[src/sv/qpr_pkg.sv]
// Shared types, widths and codes of the quaternion product and rotate unit.
package qpr_pkg;

  localparam int unsigned DATA_W  = 16;
  localparam int unsigned QUAT_N  = 4;
  localparam int unsigned PROD1_W = 2 * DATA_W;
  localparam int unsigned T_W     = PROD1_W + 2;
  localparam int unsigned PROD2_W = T_W + DATA_W;
  localparam int unsigned ACC_W   = PROD2_W + 2;

  // Component positions inside a quaternion array.
  localparam int unsigned IW = 0;
  localparam int unsigned IX = 1;
  localparam int unsigned IY = 2;
  localparam int unsigned IZ = 3;

  // Operation codes.
  localparam logic OP_PRODUCT = 1'b0;
  localparam logic OP_ROTATE  = 1'b1;

  typedef struct packed {
    logic                     opcode;
    logic signed [DATA_W-1:0] a_w;
    logic signed [DATA_W-1:0] a_x;
    logic signed [DATA_W-1:0] a_y;
    logic signed [DATA_W-1:0] a_z;
    logic signed [DATA_W-1:0] b_w;
    logic signed [DATA_W-1:0] b_x;
    logic signed [DATA_W-1:0] b_y;
    logic signed [DATA_W-1:0] b_z;
  } qpr_in_t;

  typedef struct packed {
    logic signed [DATA_W-1:0] res_w;
    logic signed [DATA_W-1:0] res_x;
    logic signed [DATA_W-1:0] res_y;
    logic signed [DATA_W-1:0] res_z;
    logic                     saturated;
  } qpr_out_t;

endpackage

[src/sv/qpr_ham_sum.sv]
// Registered Hamilton sums over a product array, optionally against the conjugate of q.
module qpr_ham_sum #(
  parameter int unsigned PW     = 32,
  parameter int unsigned SW     = 34,
  parameter bit          CONJ_Q = 1'b0
) (
  input  logic                 clk_i,
  input  logic                 en_i,
  input  logic signed [PW-1:0] prod_i [qpr_pkg::QUAT_N][qpr_pkg::QUAT_N],
  output logic signed [SW-1:0] sum_o [qpr_pkg::QUAT_N]
);
  import qpr_pkg::*;

  logic signed [SW-1:0] e   [QUAT_N][QUAT_N];
  logic signed [SW-1:0] sum_d [QUAT_N];

  always_comb begin
    for (int i = 0; i < QUAT_N; i++) begin
      for (int j = 0; j < QUAT_N; j++) begin
        e[i][j] = SW'(prod_i[i][j]);
      end
    end
    if (!CONJ_Q) begin
      sum_d[IW] = e[IW][IW] - e[IX][IX] - e[IY][IY] - e[IZ][IZ];
      sum_d[IX] = e[IW][IX] + e[IX][IW] + e[IY][IZ] - e[IZ][IY];
      sum_d[IY] = e[IW][IY] - e[IX][IZ] + e[IY][IW] + e[IZ][IX];
      sum_d[IZ] = e[IW][IZ] + e[IX][IY] - e[IY][IX] + e[IZ][IW];
    end else begin
      // The vector part of q is negated, which flips every term with j != w.
      sum_d[IW] = e[IW][IW] + e[IX][IX] + e[IY][IY] + e[IZ][IZ];
      sum_d[IX] = e[IX][IW] - e[IW][IX] - e[IY][IZ] + e[IZ][IY];
      sum_d[IY] = e[IY][IW] - e[IW][IY] + e[IX][IZ] - e[IZ][IX];
      sum_d[IZ] = e[IZ][IW] - e[IW][IZ] - e[IX][IY] + e[IY][IX];
    end
  end

  always_ff @(posedge clk_i) begin
    if (en_i) begin
      sum_o <= sum_d;
    end
  end

endmodule

[config.mk]
export PLATFORM = sky130hd
export DESIGN_NAME = qpr_ham_sum
export DESIGN_NICKNAME = d
export VERILOG_FILES = /design/src/sv/qpr_pkg.sv /design/src/sv/qpr_ham_sum.sv
export SDC_FILE = /design/constraint.sdc
export NUM_CORES = 1
export LEC_CHECK = 0
export ABC_AREA = 1
export BUFFER_PORTS_ARGS = -buffer_cell sky130_fd_sc_hd__buf_4
export CAP_MARGIN = 20
export CELL_PAD_IN_SITES_DETAIL_PLACEMENT = 1
export CELL_PAD_IN_SITES_GLOBAL_PLACEMENT = 1
export CORE_AREA = 2 2 256 258
export DETAILED_ROUTE_END_ITERATION = 16
export DIE_AREA = 0 0 258 260
export GPL_TIMING_DRIVEN = 0
export HOLD_SLACK_MARGIN = 0.15
export PLACE_DENSITY_LB_ADDON = 0.1
export SLEW_MARGIN = 15
export SYNTH_ARGS = -nofsm -noshare
export SYNTH_HDL_FRONTEND = slang
export SYNTH_SLANG_ARGS = --single-unit
export TNS_END_PERCENT = 5
[constraint.sdc]
create_clock -name clk_i -period 5.3 [get_ports clk_i]
set_input_delay 0.265 -clock clk_i [delete_from_list [all_inputs] [get_ports clk_i]]
set_output_delay 0.265 -clock clk_i [all_outputs]
set_load 0.01 [all_outputs]
==> reports/results.tsv <==
metric	value	unit
status	complete, no violations	
via count	19981	
cell taking the most area after synthesis	fa_1	
slack of the critical path	2.17	ns
CP startpoint kind	primary input	
Vias/cell	4.45	
critical path peak fanout	4	
DRC viols	0	
Multi-input gate area	13000	um2
Hold Fails Final Rpt	0	
actual slew at the worst max-slew pin	0.656	ns
P_leak	16.3	nW
Die H	260	um
most frequent cells in the layout	1062 x inv_1, 648 x buf_4, 644 x nand2_1	
share of layout cells above drive strength 1	19.7	%
crit path capture type	flip-flop	
commonest non-fill, non-tap cell in the layout	inv_1	
Clock Sinks	136	
relative slew slack	56.3	%
biggest regs	sum_o (136)	
number of flip-flops in the largest register	136	
Non-Filler Instances	4492	
Crit Path Class	primary input to flip-flop	
ranking of synthesized cells by area	fa_1 25%, edfxtp_1 19%, inv_1 19%	
Iteration-0 DRC Markers	730	
Rows	93	
Critical Path RT	5.54	ns
syn avg cell area	7.14	um2
Global Route Usage Sum	23.0	%
H-tree level count	4	
min-delay worst type	primary input to flip-flop	
top cell type's share of synthesized area	24.7	%
Total Wirelength	76.1	mm
Placed Instances	4453	
Core Footprint	64100	um2
Die Wd	258	um
pre-CTS WS	1.64	ns
I/O pins	650	
Fillers	8167	
GPL Wtd Cong	0.908	
Netlist cell types	20	
area grow syn2layout	31.6	%
nets	4531	
post-route ant nets	0	
clock transition at the registers of the reported paths	0.06	ns
RSZ-0062 raised after global routing	no	
cells after synthesis	2948	
total of max-cap violations	0	
largest register by flop count	sum_o	
Fmax	0.320	GHz
Root Driver	clkbuf_16	
Fin Setup TNS	0	ns
number of diodes	0	
final core utilization	43.2	%
syn nets	3855	
CTS resizes	0	
maximum VDD drop	183	uV
Worst Path Arrival	3.37	ns
pwr/cell area	374	nW/um2
setup violators final	0	
vias in the first global route	22415	
first-pass GRT wire length	120	mm
Hold Slack	0.173	ns
CTS tree	built	
Avg WL per Cell	16.9	um
Port-buffer cells	649	
DIE AREA	67100	um2
CTS Buffer Depth	2	
drt pass-1 iters	5	
max-slew violations	0	
DP HPWL	69.4	mm
gr ovfl total	0	
Synth Warn #	0	
initial antenna violation count	1	
flip-flop and latch count after synthesis	136	
largest net degree at the start of global routing	71	
Register Area	4080	um2
synthesized area	21100	um2
min Tclk post-route	3.13	ns
Final period util	59.0	%
sequential area share after synthesis	19.4	%
TritonCTS buffer count	17	
Starting Density	32.8	%
==> cell usage after synthesis <==
cell type,count
xnor2_1,1
nand3_2,1
nor3_2,2
nand2_1,644
nor2_1,213
a21oi_1,141
o21ai_0,87
o21bai_1,12
a21o_1,9
nor3_1,35
a21oi_2,3
nand3_1,84
ha_1,133
edfxtp_1,136
inv_1,1062
nand4_1,27
nand2_2,32
xor2_1,64
fa_1,260
nor2_2,2
==> cell type report <==
cell class	instances	share of cell area, %
tap	855	3.86
clock inverter	13	0.641
clock buffer	19	1.56
inverter	1062	14.4
sequential	136	14.7
timing repair buffer	657	18.0
multi-input combinational	1750	46.9
==> power by group <==
group	total [mW]	switching, mW	internal (mW)
sequential	2.07	0.148	1.92
clock	1.32	0.534	0.782
combinational	6.98	4.38	2.60
==> worst paths after layout <==
check / cells after the start / endpoint / slack [ns] / start
worst max-delay path: 17 / sum_o[31]$_DFFE_PP_ / 2.17 / prod_i[97]
worst min-delay path: 2 / sum_o[34]$_DFFE_PP_ / 0.17 / prod_i[416]
==> kinds of logic after synthesis <==
kind of cell / after synthesis / share of synthesized area, %
AND/OR/NAND/NOR: 1040 / 20.1
XOR/XNOR: 65 / 2.70
flip-flops: 136 / 19.4
AO/OA/AOI/OAI: 252 / 6.29
buffers and inverters: 1062 / 18.9
adder cells (fa/ha/maj): 393 / 32.6
==> critical path, cell delays in order <==
cell and delay, ns:
buf_4 0.12, fa_1 0.63, inv_1 0.07, fa_1 0.48, inv_1 0.05, ha_1 0.24, fa_1 0.56, nand3_1 0.13
nand2_2 0.11, nand3_1 0.10, nand2_1 0.13, nand2_1 0.11, nand2_2 0.12, nand2_2 0.10, nand2_1 0.05, nand2_1 0.06
nand2_1 0.05
==> layer usage <==
metal	wire length, um	up-vias	track usage, %
li1	-	9898	-
met1	30200	9592	25.9
met2	40800	427	44.1
met3	3560	62	4.37
met4	1550	2	6.01
met5	14	-	0
==> what timing repair did <==
item | 4_1_cts | 5_1_grt
hold endpoints to repair | 4 | 0
hold buffers | 7 | 0
setup buffers | 0 | 0
==> per-stage QoR <==
| stage | area (um2) | power [mW] |
|---|---|---|
| 3_3_place_gp | 27000 | 8.99 |
| 6_report | 27700 | 10.4 |
| 4_1_cts | 27700 | 10.5 |
| 2_1_floorplan | 21100 | 6.18 |
| 3_5_place_dp | 27000 | 9.14 |
| 5_1_grt | 27700 | 11.4 |
Note: power is estimated with default switching activity, not from simulation.
