<file path="config.mk">
export PLATFORM = sky130hd
export DESIGN_NAME = qpr_round
export DESIGN_NICKNAME = d
export VERILOG_FILES = /design/src/sv/qpr_pkg.sv /design/src/sv/qpr_round.sv
export SDC_FILE = /design/constraint.sdc
export NUM_CORES = 1
export LEC_CHECK = 0
export BUFFER_PORTS_ARGS = -buffer_cell sky130_fd_sc_hd__buf_2
export CAP_MARGIN = 25
export CORE_AREA = 2 2 159 161
export CTS_CLUSTER_DIAMETER = 100
export DETAILED_ROUTE_END_ITERATION = 10
export DIE_AREA = 0 0 161 163
export SKIP_CTS_REPAIR_TIMING = 1
export SLEW_MARGIN = 25
export SYNTH_ARGS = -nofsm -noshare
export SYNTH_HDL_FRONTEND = slang
export SYNTH_SLANG_ARGS = --single-unit
</file>
<file path="constraint.sdc">
create_clock -name clk_i -period 4.1 [get_ports clk_i]
set_clock_uncertainty 0.2 [all_clocks]
set_input_delay 0.82 -clock clk_i [delete_from_list [all_inputs] [get_ports clk_i]]
set_output_delay 0.82 -clock clk_i [all_outputs]
set_load 0.02 [all_outputs]
</file>
<file path="src/sv/qpr_pkg.sv">
// Shared types, widths and codes of the quaternion product and rotate unit.
package qpr_pkg;

  localparam int unsigned DATA_W  = 16;
  localparam int unsigned QUAT_N  = 4;
  localparam int unsigned PROD1_W = 2 * DATA_W;
  localparam int unsigned T_W     = PROD1_W + 2;
  localparam int unsigned PROD2_W = T_W + DATA_W;
  localparam int unsigned ACC_W   = PROD2_W + 2;

  // Component positions inside a quaternion array.
  localparam int unsigned IW = 0;
  localparam int unsigned IX = 1;
  localparam int unsigned IY = 2;
  localparam int unsigned IZ = 3;

  // Operation codes.
  localparam logic OP_PRODUCT = 1'b0;
  localparam logic OP_ROTATE  = 1'b1;

  typedef struct packed {
    logic                     opcode;
    logic signed [DATA_W-1:0] a_w;
    logic signed [DATA_W-1:0] a_x;
    logic signed [DATA_W-1:0] a_y;
    logic signed [DATA_W-1:0] a_z;
    logic signed [DATA_W-1:0] b_w;
    logic signed [DATA_W-1:0] b_x;
    logic signed [DATA_W-1:0] b_y;
    logic signed [DATA_W-1:0] b_z;
  } qpr_in_t;

  typedef struct packed {
    logic signed [DATA_W-1:0] res_w;
    logic signed [DATA_W-1:0] res_x;
    logic signed [DATA_W-1:0] res_y;
    logic signed [DATA_W-1:0] res_z;
    logic                     saturated;
  } qpr_out_t;

endpackage

</file>
<file path="src/sv/qpr_round.sv">
// Round half-up, saturate and select the result; holds the output register.
module qpr_round #(
  parameter int unsigned FRAC_BITS = 14
) (
  input  logic                            clk_i,
  input  logic                            en_i,
  input  logic                            op_i,
  input  logic signed [qpr_pkg::T_W-1:0]   t_i [qpr_pkg::QUAT_N],
  input  logic signed [qpr_pkg::ACC_W-1:0] r_i [qpr_pkg::QUAT_N],
  output qpr_pkg::qpr_out_t               out_o
);
  import qpr_pkg::*;

  localparam int unsigned RW = (2 * FRAC_BITS + 2 > ACC_W) ? 2 * FRAC_BITS + 2 : ACC_W;

  // Returns {saturated, value}.
  function automatic logic [DATA_W:0] finish(input logic signed [RW-1:0] v,
                                             input int unsigned s);
    logic signed [RW-1:0] half;
    logic signed [RW-1:0] rnd;
    logic                 ovf;
    half      = '0;
    half[s-1] = 1'b1;
    rnd       = (v + half) >>> s;
    ovf       = (rnd[RW-1:DATA_W-1] != '0) && (rnd[RW-1:DATA_W-1] != '1);
    if (ovf) begin
      finish = {1'b1, rnd[RW-1], {(DATA_W-1){!rnd[RW-1]}}};
    end else begin
      finish = {1'b0, rnd[DATA_W-1:0]};
    end
  endfunction

  logic [DATA_W:0] fp [QUAT_N];
  logic [DATA_W:0] fr [QUAT_N];
  qpr_out_t        out_d;

  always_comb begin
    for (int i = 0; i < QUAT_N; i++) begin
      fp[i] = finish(RW'(t_i[i]), FRAC_BITS);
      fr[i] = finish(RW'(r_i[i]), 2 * FRAC_BITS);
    end
    if (op_i == OP_ROTATE) begin
      out_d.res_w     = '0;
      out_d.res_x     = fr[IX][DATA_W-1:0];
      out_d.res_y     = fr[IY][DATA_W-1:0];
      out_d.res_z     = fr[IZ][DATA_W-1:0];
      out_d.saturated = fr[IX][DATA_W] | fr[IY][DATA_W] | fr[IZ][DATA_W];
    end else begin
      out_d.res_w     = fp[IW][DATA_W-1:0];
      out_d.res_x     = fp[IX][DATA_W-1:0];
      out_d.res_y     = fp[IY][DATA_W-1:0];
      out_d.res_z     = fp[IZ][DATA_W-1:0];
      out_d.saturated = fp[IW][DATA_W] | fp[IX][DATA_W] | fp[IY][DATA_W] | fp[IZ][DATA_W];
    end
  end

  always_ff @(posedge clk_i) begin
    if (en_i) begin
      out_o <= out_d;
    end
  end

endmodule

</file>
==> results.ini <==
[status]
run_status=complete, no violations

[sta]
post-route-min-period_ns=3.61
finalSetupTns_ns=0
tightestPinTransition_ns=0.643
relSlewSlack_pct=56.8
fin_crit_sh_pct=88.0
rsz0062_at_grt=false
setup_viol=0
hold_viol_final=0
max_freq_ghz=0.277
slew_violations=0

[detailed_routing]
first_pass_iters=5
wl_per_cell_um=15.4
ant_nets=0
viasPerCell=4.95
dr_total_vias=6565
route.detailed.drc=0
drt_iter0_drc=358
wl_um=20400

[global_routing]
grt_max_degree=29
antenna_found_initial=0
grt_overflow=0
grt_pass1_vias=6052
grt_pass1_wl_um=31200
grtUsageTotal_pct=14.9

[yosys]
syn_area_um2=6260
synth_async_sr_flop_share_pct=0
ys_seq_elements=65
netlist_instances=757
synth_edf_count=65
syn_nets=1111
synth_ff_type=edfxtp_1
seq_area_frac_synth_pct=31.2
synth.distinct_cells=62
synth.avg_cell_area_um2=8.27
synth-warning-count=0

[cells_and_area]
largest_reg_flops=65
nets=1346
fin_area_um2=8160
drive_gt1_share_pct=28.2
diodes=0
largest-register=out_o
largestRegisters=out_o (65)
area_growth_pct=30.3

[critical_path]
startpoint=t_i[50]
crit_family=compound AO/OA/AOI/OAI gates
crit_slowest_cell=o31a_1
path_buf_inv=1
cp_cell_sequence=buf_2, and4_1, nor2b_1, a211oi_1, o211a_1, o21ai_0, o31a_1, nor2_1, o22a_2
cp-start-kind=input port
cp.arrival_ns=3.49
crit_required_ns=3.99
critPathMaxFanout=16
critical_path_cell_count=9
endpoint_kind=flop
worstSetupEndpoint=out_o[28]
cpPeakStageDelay_ns=0.59
critPathKind=input port to flop

[power_and_ir_drop]
max-vdd-ir-drop_mv=0.183
p_leak_nw=3.13
power.density_nw_per_um2=259

[floorplanning]
dieArea_um2=26200
std_cell_rows=58
die_h_um=163
initial_core_util_pct=25.4
fp.coreArea_um2=24700
ioPinCount=412
die_w_um=161

[clock_network]
cts_sinks=65
cts_tree=done
cts_buffer_depth=2
htree_levels=3
cts_root_buf=clkbuf_16
cts_buffers=9
clkTransAtPathRegs_ns=0.05

[place]
hpwl_um=16900
gp_congestion=0.894
port_buffers=226
placement.cell_area_um2=7880

[run]
max_cap_viol_count=0

[hold_path]
holdCritPathClass=input port to flop

==> worst min-delay path by stage <==
stage,startpoint,slack (ns),endpoint,depth (start not counted)
6_report,t_i[124],0.69,out_o[57],3
5_1_grt,t_i[124],0.70,out_o[57],3
2_1_floorplan,en_i,0.73,out_o[0],0
4_1_cts,t_i[124],0.68,out_o[57],3
3_5_place_dp,t_i[124],1.03,out_o[57],3
3_3_place_gp,t_i[124],1.02,out_o[57],3
==> where the power goes <==
| group | internal (mW) | total (mW) | switching [mW] |
|---|---|---|---|
| combinational | 0.217 | 0.557 | 0.340 |
| sequential | 0.806 | 0.823 | 0.0169 |
| clock | 0.460 | 0.734 | 0.274 |
| total | 1.48 | 2.11 | 0.631 |
==> through the flow <==
stage	instances	power (mW)	hold slack, ns	util [%]	setup slack, ns
CTS	1326	2.14	0.678	33.1	0.531
global placement	1311	1.39	1.02	31.9	0.197
finish	1326	2.11	0.693	33.1	0.493
detailed placement	1311	1.39	1.03	31.9	0.210
floorplan	757	1.12	0.732	-	0.687
global route	1326	2.21	0.704	33.1	0.246
==> kinds of logic (layout without fill, tap and decap cells) <==
family | Yosys count | in the layout | synth area share (%)
xor gates and xnor gates | 118 | 118 | 16.5
DFF | 65 | 65 | 31.2
adders and majority gates | 7 | 7 | 1.40
buffers and inverters | 33 | 272 | 2.16
AOI/OAI and AO/OA | 129 | 129 | 15.6
and+or+nand+nor | 402 | 402 | 32.6
muxes | 3 | 3 | 0.559
==> final cells by class <==
| type | instances | area, um2 |
|---|---|---|
| inverter | 9 | 33.8 |
| fill | 2665 | 16500 |
| timing repair buffer | 248 | 1310 |
| sequential | 65 | 1950 |
| clock inverter | 5 | 47.5 |
| clock buffer | 10 | 229 |
| multi-input combinational | 659 | 4180 |
| tap | 330 | 413 |
==> placed cells by master (no fill, tap or decap), types with 3 or more instances in the layout <==
| cell type | count |
|---|---|
| nand2b_1 | 5 |
| a21oi_1 | 25 |
| o211ai_1 | 5 |
| a21o_1 | 3 |
| or3_1 | 9 |
| nor4_1 | 12 |
| a32o_1 | 3 |
| inv_1 | 9 |
| ha_1 | 7 |
| nand3b_1 | 3 |
| and2_1 | 6 |
| xnor2_1 | 58 |
| nand4_1 | 28 |
| edfxtp_1 | 65 |
| nand3_1 | 57 |
| o22a_1 | 37 |
| nor2_1 | 124 |
| xor2_1 | 60 |
| buf_4 | 21 |
| nor2b_1 | 14 |
| buf_2 | 226 |
| o21ai_0 | 10 |
| or2_2 | 3 |
| nor3_1 | 21 |
| and3_1 | 25 |
| nand2_1 | 65 |
| o31ai_1 | 4 |
| and4_1 | 11 |
| a31oi_1 | 11 |
| clkbuf_16 | 9 |
| o22a_2 | 9 |
| a211oi_1 | 3 |
==> Yosys cell counts, types with 9 or more instances <==
cell type  instances  area share, %
nor4_1            12            1.2
nor2_1           124            7.4
nand3_1           57            4.6
a31oi_1           11            1.1
nor2b_1           14            1.4
o22a_2             9            1.4
clkbuf_1          20            1.2
nor3_1            21            1.7
o22a_1            37            5.2
edfxtp_1          65             31
and3_1            25            2.5
xor2_1            60            8.4
inv_1              9           0.54
a21oi_1           25            2.0
or3_1              9           0.90
xnor2_1           58            8.1
nand4_1           28            2.8
and4_1            11            1.5
o21ai_0           10           0.80
nand2_1           65            3.9
==> layer usage <==
metal,vias to the layer above,part of all wire (%),global-route usage [%]
li1,3292,-,-
met1,3067,48,20.4
met2,185,45,24.0
met3,21,5.3,2.55
met4,0,1.5,4.67
met5,-,0,0
==> tightest hold or removal path, delay by kind of cell <==
family	cells	cell delay, ns
compound gates	1	0.13
buf+inv	1	0.09
xor+xnor	1	0.06
No activity file was read; power rests on OpenSTA's default activity.
